[src/rtl/zba_pkg.sv]
package zba_pkg;

	// Default bitmap depth in 16-bit words.
	localparam int MAP_WORDS_DEF = 4096;

	// Bits held by one bitmap word.
	localparam int WORD_BITS = 16;

	// A word with every zone taken.
	localparam logic [15:0] WORD_FULL = 16'hffff;

	// Packed stream widths, rounded up to whole bytes.
	localparam int IN_DATA_W  = 40;
	localparam int OUT_DATA_W = 40;

	// Operation codes carried in the low bits of an input item.
	localparam logic [1:0] MODE_ALLOC  = 2'd0;
	localparam logic [1:0] MODE_MARK   = 2'd1;
	localparam logic [1:0] MODE_UNMARK = 2'd2;

	// Configuration register indexes.
	localparam logic CFG_FIRST_ZONE = 1'b0;
	localparam logic CFG_LAST_ZONE  = 1'b1;

	// One result item, lowest field in the lowest bits.
	typedef struct packed {
		logic        out_of_range;
		logic        was_marked;
		logic [31:0] allocated_zone;
	} res_t;

endpackage

[src/rtl/zba_ctrl.sv]
module zba_ctrl import zba_pkg::*; #(
	parameter int MAP_WORDS = MAP_WORDS_DEF,
	localparam int AW = (MAP_WORDS > 1) ? $clog2(MAP_WORDS) : 1,
	localparam int CW = AW + 1
) (
	input  logic          clk,
	input  logic          arst_n,
	// Operation input
	input  logic          in_valid,
	output logic          in_ready,
	input  logic [1:0]    in_mode,
	input  logic [31:0]   in_zone,
	// Configuration
	input  logic [31:0]   first_zone,
	input  logic [31:0]   last_zone,
	// Result toward the output register
	output logic          res_valid,
	input  logic          res_ready,
	output res_t          res,
	// Bitmap memory
	output logic          mem_we,
	output logic [AW-1:0] mem_waddr,
	output logic [15:0]   mem_wdata,
	output logic          mem_re,
	output logic [AW-1:0] mem_raddr,
	input  logic [15:0]   mem_rdata
);

	localparam logic [2:0] ST_CLEAR = 3'd0;
	localparam logic [2:0] ST_IDLE  = 3'd1;
	localparam logic [2:0] ST_SETUP = 3'd2;
	localparam logic [2:0] ST_SCAN  = 3'd3;
	localparam logic [2:0] ST_CHK   = 3'd4;
	localparam logic [2:0] ST_MIDX  = 3'd5;
	localparam logic [2:0] ST_MMOD  = 3'd6;
	localparam logic [2:0] ST_RESP  = 3'd7;

	localparam logic [33:0] MAP_BITS   = 34'(MAP_WORDS * WORD_BITS);
	localparam logic [28:0] MAP_WORDS_W = 29'(MAP_WORDS);
	localparam logic [CW-1:0] LAST_WORD = CW'(MAP_WORDS - 1);

	// Lowest clear bit of a word that is known not to be full.
	function automatic logic [3:0] first_clear(input logic [15:0] w);
		logic [3:0] pos;
		pos = '0;
		for (int k = WORD_BITS - 1; k >= 0; k--) begin
			if (!w[k]) begin
				pos = 4'(k);
			end
		end
		return pos;
	endfunction

	logic [2:0]    state_q;
	logic [1:0]    mode_q;
	logic [31:0]   zone_q;
	logic [32:0]   limit_q;
	logic [CW-1:0] nwords_q;
	logic [CW-1:0] cnt_q;
	logic          pend_q;
	logic [AW-1:0] pend_idx_q;
	logic [AW-1:0] widx_q;
	logic [3:0]    bit_q;
	logic [15:0]   wword_q;
	res_t          res_q;

	logic [33:0]   idx_v;
	logic          idx_oor;
	logic [28:0]   words_raw;
	logic          limit_empty;
	logic          rd_full;
	logic [3:0]    clr_pos;
	logic          can_issue;
	logic          scan_hit;
	logic [AW+3:0] bitpos;
	logic          beyond;
	logic [31:0]   grant;
	logic [15:0]   bmask;

	// Bit index of a mark or unmark, and whether it falls off the map.
	assign idx_v   = {2'b00, zone_q} - {2'b00, first_zone} + 34'd1;
	assign idx_oor = idx_v[33] | (idx_v >= MAP_BITS);

	// Scan length before the cap at the map depth.
	assign words_raw   = 29'(({1'b0, limit_q[31:0]} + 33'd15) >> 4);
	assign limit_empty = limit_q[32] | (limit_q == '0);

	// Scan pipeline: a read is in flight while the previous word is checked.
	assign rd_full   = (mem_rdata == WORD_FULL);
	assign clr_pos   = first_clear(mem_rdata);
	assign can_issue = (cnt_q < nwords_q);
	assign scan_hit  = pend_q & ~rd_full;

	// Grant check for the clear bit found by the scan.
	assign bitpos = {widx_q, bit_q};
	assign beyond = (33'(bitpos) >= limit_q);
	assign grant  = first_zone + 32'(bitpos) - 32'd1;
	assign bmask  = 16'h0001 << bit_q;

	// Memory write port.
	always_comb begin
		mem_we    = 1'b0;
		mem_waddr = widx_q;
		mem_wdata = wword_q;
		unique case (state_q)
			ST_CLEAR: begin
				mem_we    = 1'b1;
				mem_waddr = cnt_q[AW-1:0];
				mem_wdata = (cnt_q == '0) ? 16'h0001 : 16'h0000;
			end
			ST_CHK: begin
				mem_we = ~beyond;
			end
			ST_MMOD: begin
				mem_we    = 1'b1;
				mem_wdata = (mode_q == MODE_MARK) ? (mem_rdata | bmask)
					: (mem_rdata & ~bmask);
			end
			default: begin
				mem_we = 1'b0;
			end
		endcase
	end

	// Memory read port.
	always_comb begin
		mem_re    = 1'b0;
		mem_raddr = cnt_q[AW-1:0];
		unique case (state_q)
			ST_SCAN: begin
				mem_re = ~scan_hit & can_issue;
			end
			ST_MIDX: begin
				mem_re    = ~idx_oor;
				mem_raddr = idx_v[AW+3:4];
			end
			default: begin
				mem_re = 1'b0;
			end
		endcase
	end

	assign in_ready  = (state_q == ST_IDLE);
	assign res_valid = (state_q == ST_RESP);
	assign res       = res_q;

	// Sequencer.
	always_ff @(posedge clk or negedge arst_n) begin
		if (!arst_n) begin
			state_q    <= ST_CLEAR;
			mode_q     <= '0;
			zone_q     <= '0;
			limit_q    <= '0;
			nwords_q   <= '0;
			cnt_q      <= '0;
			pend_q     <= 1'b0;
			pend_idx_q <= '0;
			widx_q     <= '0;
			bit_q      <= '0;
			wword_q    <= '0;
			res_q      <= '0;
		end else begin
			unique case (state_q)
				ST_CLEAR: begin
					if (cnt_q == LAST_WORD) begin
						cnt_q   <= '0;
						state_q <= ST_IDLE;
					end else begin
						cnt_q <= cnt_q + CW'(1);
					end
				end
				ST_IDLE: begin
					if (in_valid) begin
						mode_q  <= in_mode;
						zone_q  <= in_zone;
						limit_q <= {1'b0, last_zone} - {1'b0, first_zone};
						unique case (in_mode) inside
							MODE_ALLOC: begin
								state_q <= ST_SETUP;
							end
							MODE_MARK, MODE_UNMARK: begin
								state_q <= ST_MIDX;
							end
							default: begin
								res_q   <= '0;
								state_q <= ST_RESP;
							end
						endcase
					end
				end
				ST_SETUP: begin
					cnt_q  <= '0;
					pend_q <= 1'b0;
					if (limit_empty) begin
						res_q   <= '0;
						state_q <= ST_RESP;
					end else begin
						nwords_q <= (words_raw > MAP_WORDS_W) ? CW'(MAP_WORDS)
							: CW'(words_raw);
						state_q  <= ST_SCAN;
					end
				end
				ST_SCAN: begin
					if (scan_hit) begin
						widx_q  <= pend_idx_q;
						bit_q   <= clr_pos;
						wword_q <= mem_rdata | (16'h0001 << clr_pos);
						pend_q  <= 1'b0;
						state_q <= ST_CHK;
					end else if (can_issue) begin
						pend_q     <= 1'b1;
						pend_idx_q <= cnt_q[AW-1:0];
						cnt_q      <= cnt_q + CW'(1);
					end else begin
						// Every word in range is full.
						pend_q  <= 1'b0;
						res_q   <= '0;
						state_q <= ST_RESP;
					end
				end
				ST_CHK: begin
					// Fields from the top: out_of_range, was_marked, allocated_zone.
					res_q   <= {2'b00, (!beyond && (bitpos != '0)) ? grant : 32'd0};
					state_q <= ST_RESP;
				end
				ST_MIDX: begin
					if (idx_oor) begin
						res_q   <= {1'b1, 1'b0, 32'd0};
						state_q <= ST_RESP;
					end else begin
						res_q   <= '0;
						widx_q  <= idx_v[AW+3:4];
						bit_q   <= idx_v[3:0];
						state_q <= ST_MMOD;
					end
				end
				ST_MMOD: begin
					res_q.was_marked <= (mode_q == MODE_MARK) & mem_rdata[bit_q];
					state_q          <= ST_RESP;
				end
				ST_RESP: begin
					if (res_ready) begin
						state_q <= ST_IDLE;
					end
				end
				default: begin
					state_q <= ST_IDLE;
				end
			endcase
		end
	end

endmodule

[config.mk]
export PLATFORM = sky130hd
export DESIGN_NAME = zba_ctrl
export DESIGN_NICKNAME = d
export VERILOG_FILES = /design/src/rtl/zba_pkg.sv /design/src/rtl/zba_ctrl.sv
export SDC_FILE = /design/constraint.sdc
export NUM_CORES = 1
export LEC_CHECK = 0
export ABC_AREA = 1
export BUFFER_PORTS_ARGS = -buffer_cell sky130_fd_sc_hd__buf_4
export CAP_MARGIN = 15
export CORE_MARGIN = 2
export CORE_UTILIZATION = 45
export CTS_BUF_LIST = sky130_fd_sc_hd__clkbuf_2
export DETAILED_ROUTE_END_ITERATION = 6
export PLACE_DENSITY_LB_ADDON = 0.05
export SLEW_MARGIN = 5
export SYNTH_ARGS = -nofsm -noshare
export SYNTH_HDL_FRONTEND = slang
export SYNTH_SLANG_ARGS = --single-unit
[constraint.sdc]
create_clock -name clk -period 3.8 [get_ports clk]
set_clock_uncertainty 0.1 [all_clocks]
set_input_delay 0.57 -clock clk [delete_from_list [all_inputs] [get_ports clk]]
set_output_delay 0.57 -clock clk [all_outputs]
set_load 0.03 [all_outputs]
==> flow_summary.rst <==
.. list-table::
   :header-rows: 1

   * - Metric
     - Value
   * - Status
     - finished with violations
   * - Violated checks
     - DRC, setup timing
   * - Main synth FF type
     - sky130_fd_sc_hd__dfrtp_1
   * - Flops & latches, synth
     - approximately 180
   * - Root buf cell
     - sky130_fd_sc_hd__clkbuf_2
   * - NetSw
     - 0.01013 W
   * - Post-route cell area
     - 0.02472 mm²
   * - Die height
     - 200.6 µm
   * - Power density over the cells
     - 764.2 mW/mm²
   * - Global-route usage over all layers
     - 33.52%
   * - Initial antenna violation count
     - 1
   * - Min setup slack post-route
     - -1.173 ns
   * - Relative contribution of the clock network to total power
     - ~6.3%
   * - Detail Placement HPWL
     - around 54000 µm
   * - Number of clock buffers inserted by TritonCTS
     - 17
   * - Area of the core
     - 0.03838 mm²
   * - CTS clk-pin slew, worst paths
     - between 0.2 and 0.3 ns
   * - Final non-filler cell total
     - 3916
   * - Number of remaining DRC errors
     - 4
   * - Max Fclk
     - between 200 and 250 MHz
   * - TritonCTS clock tree
     - done
   * - Required arrival time at the worst endpoint
     - between 3 and 4 ns
   * - DIE WIDTH
     - 200.6 µm
   * - Routed wire length per instance
     - approximately 18 µm
   * - Sequential share of power
     - between 15 and 20%
   * - Switching share of power
     - 53.64%
   * - Starting density of the core
     - 45.31%
   * - Measured slew at the worst slew-check pin
     - 1.118 ns
   * - Post-layout util
     - about 64%
   * - Internal reg-to-reg setup slack
     - 0.12 ns
   * - Die Outline Area
     - ~0.04 mm²
   * - Number of endpoints failing setup at the final stage
     - 13
   * - Critical path startpoint category
     - flip-flop
   * - Clk Latency, worst-skew pair
     - 1.11 ns
   * - Post-synthesis async set-or-reset flop share
     - 100.0%
   * - Shortest clock period the worst path allows after layout
     - approximately 5 ns
   * - Summed instance area of the synthesized netlist
     - 0.01739 mm²
   * - Worst min-delay path class
     - primary input to flip-flop
   * - Vias in the first global route
     - 19490
   * - Total placed instance area
     - 0.02125 mm²
   * - Via count
     - 20620
   * - Mean cell area of the mapped netlist
     - 6.259 µm²
   * - Highest cell delay on the worst timing path
     - between 0.4 and 0.5 ns
   * - H-tree depth
     - 4
   * - Number of clock sinks
     - 175
   * - Buffers added on ports
     - 195
   * - Number of enable-type register cells in the synthesized netlist
     - 0
   * - Worst path cell trace
     - inv_2 -> ha_4 -> fa_2 -> inv_2 -> ha_4 -> inv_4 -> nor2_4 -> nand3_2 -> nor2_2 -> nand2_2 -> nor2_4 -> nand3_4 -> buf_6 -> xor2_4 -> nand3_1 -> nor2_1 -> nand2_1 -> nand2_1 -> nor2_2 -> nand3_4 -> o21ai_4 -> buf_6
   * - Final WL
     - 68640 µm
   * - Via density
     - about 5.3
   * - Type of the worst setup path
     - flip-flop to output port
   * - Area delta synth->final
     - 42.18%
   * - Layout fillers
     - 3593
   * - Leakage power figure
     - roughly 13 nW
   * - Global placer's final weighted congestion
     - 0.9710
   * - Maximum number of pins on one net before global-route repair
     - 85
   * - Number of instances in the synthesized netlist
     - roughly 2800
   * - Global-route wire length before repair
     - around 110000 µm
   * - CP Data Arrival Time
     - 4.30 ns
   * - Max FO, Critical Path
     - 3
   * - Share of synthesized area occupied by flip-flops and latches
     - 25.19%
   * - Slew margin rel.
     - between 20% and 30%
   * - DRT antenna net count
     - 0
   * - Layout cell share with drive strength beyond 1
     - approximately a quarter
   * - RSZ-0062 raised after global routing
     - yes
   * - Total overflow reported by the global router
     - 0
   * - Internal power summed over all cells
     - 0.008757 W
   * - Count of unique library cells instantiated by Yosys
     - 53
   * - Max-capacitance violation count
     - 0
   * - Hold Vio Cnt, Final
     - 0
   * - Commonest cells after routing, fill and taps aside
     - sky130_fd_sc_hd__nand2_1 (826), sky130_fd_sc_hd__buf_4 (461), sky130_fd_sc_hd__inv_1 (427)
   * - Drt initial violations
     - 1419
   * - Sort of element at the end of the critical path
     - output port
   * - Number of detailed-route iterations in the first pass
     - 7
   * - Post-synth net total
     - 3043
   * - Number of pins exceeding their max-slew limit in the final report
     - 0
   * - Count of synthesis-stage warnings from yosys
     - 0
   * - Library cell contributing the largest single delay on the critical path
     - sky130_fd_sc_hd__dfrtp_1
   * - Number of nets in the final layout
     - 3650
   * - Top-Level Pins
     - between 150 and 200
   * - Share of total power in combinational logic
     - 76.6%
   * - Leading cell type in the layout, fill and taps excluded
     - sky130_fd_sc_hd__nand2_1
   * - Final cycle utilization of the critical path
     - 130.9%
   * - Post-Place Cells
     - 3692
   * - Number of buffers on the longest clock path
     - 2
   * - Highest ir drop seen on vdd
     - 480.2 µV
   * - FP Rows
     - 72
kinds of logic (layout without fill, tap and decap cells):
logic type | Yosys count | after routing | share of synthesized area (%)
AND/OR/NAND/NOR | 1476 | 1477 | 36.49
buffers and inverters | 512 | 1130 | 11.15
XOR/XNOR | 66 | 66 | 3.325
other | 0 | 1 | 0
AO/OA/AOI/OAI | 402 | 402 | 13.14
adder cells (fa/ha/maj) | 147 | 147 | 10.71
flip-flops | 175 | 175 | 25.19
metrics by stage:
stage	power [W]	setup WS, ns	setup TNS, ns	hold slack [ns]
CTS	0.01778	-1.268	-10.14	0.009570
floorplan	0.01027	0.003435	0	0.1744
global placement	0.01504	-0.7224	-8.469	0.3526
detailed placement	0.01521	-0.6274	-8.396	0.3580
global route	0.02032	-1.407	-12.25	0.08692
finish	0.01889	-1.173	-9.049	0.09920
cells in the mapped netlist (all sizes together) (3+ instances only):
cell type / instances / area, µm²
a21o: 6 / 45.04
clkbuf: 43 / 161.4
a21oi: 128 / 651.9
buf: 4 / 31.27
xor2: 35 / 306.5
xnor2: 31 / 271.5
nor4: 21 / 131.4
a221oi: 4 / 35.03
o22ai: 18 / 112.6
a21boi: 4 / 30.03
nand3: 184 / 970.9
o21a: 4 / 30.03
o2111ai: 6 / 52.55
o41ai: 7 / 61.31
nor3: 51 / 260.3
a22oi: 6 / 45.04
fa: 3 / 60.06
dfrtp: 175 / 4379
o31ai: 5 / 37.54
nand3b: 8 / 60.06
nand4: 48 / 300.3
o21bai: 4 / 30.03
ha: 144 / 1802
inv: 463 / 1738
or2: 14 / 87.58
o211ai: 7 / 52.55
nor2: 234 / 1008
o21ai: 165 / 825.8
nand2: 911 / 3492
a31oi: 25 / 156.4
critical path, delay by kind of cell (launching register included):
kind                     cells  cell delay [ns]
AND/OR/NAND/NOR             12             1.19
adder cells (fa/ha/maj)      3             0.72
buffers and inverters        5             0.51
flip-flops                   1             0.45
XOR/XNOR                     1             0.18
AO/OA/AOI/OAI                1             0.15
registers in the layout (all words and copies together) (netlist names), 2 cells and up:
signal	flops
bit_q	4
cnt_q	13
limit_q	33
mode_q	2
nwords_q	13
pend_idx_q	12
res	34
state_q	3
widx_q	12
wword_q	16
zone_q	32
what timing repair did:
action / CTS / global route
gates resized for setup: 207 / 142
setup buffers: 33 / 28
gates cloned: 0 / 4
hold buffers: 130 / 0
hold endpoints to repair: 227 / 0
pin swaps: 47 / 38
endpoints found under the setup margin: 48 / 63
routing by layer:
metal	track usage, %	share of wire, %
met1	44.61	44
met2	55.83	47
met3	4.821	6.2
met4	11.46	3.0
met5	0	0
cell type report:
class	count	area, µm²	area share (%)
diodes	1	2.502	0.01012
clock buffers	18	90.09	0.3644
clock inverters	13	173.9	0.7035
inverters	465	1762	7.127
multi-input cells	2092	12300	49.77
flip-flops and latches	175	4402	17.81
well taps	518	648.1	2.622
repair buffers	634	5338	21.59
final timing paths:
check,end,start,depth (start not counted)
min in group asynchronous,cnt_q[8]$_DFFE_PN0P_,arst_n,4
min,res[23]$_DFFE_PN0P_,first_zone[22],5
max in group asynchronous,limit_q[12]$_DFFE_PN0P_,arst_n,4
max reg2reg,widx_q[11]$_DFFE_PN0P_,zone_q[0]$_DFFE_PN0P_,25
max,mem_re,zone_q[0]$_DFFE_PN0P_,22
min reg2reg,zone_q[25]$_DFFE_PN0P_,zone_q[25]$_DFFE_PN0P_,2
power by group through the flow:
stage,logic (W),registers (W),clock network (W)
2_1_floorplan,0.00709,0.00318,0
3_3_place_gp,0.0118,0.00319,0
3_5_place_dp,0.0120,0.00321,0
4_1_cts,0.0134,0.00317,0.00123
5_1_grt,0.0157,0.00330,0.00129
6_report,0.0145,0.00322,0.00120
No activity file was read; power rests on OpenSTA's default activity.
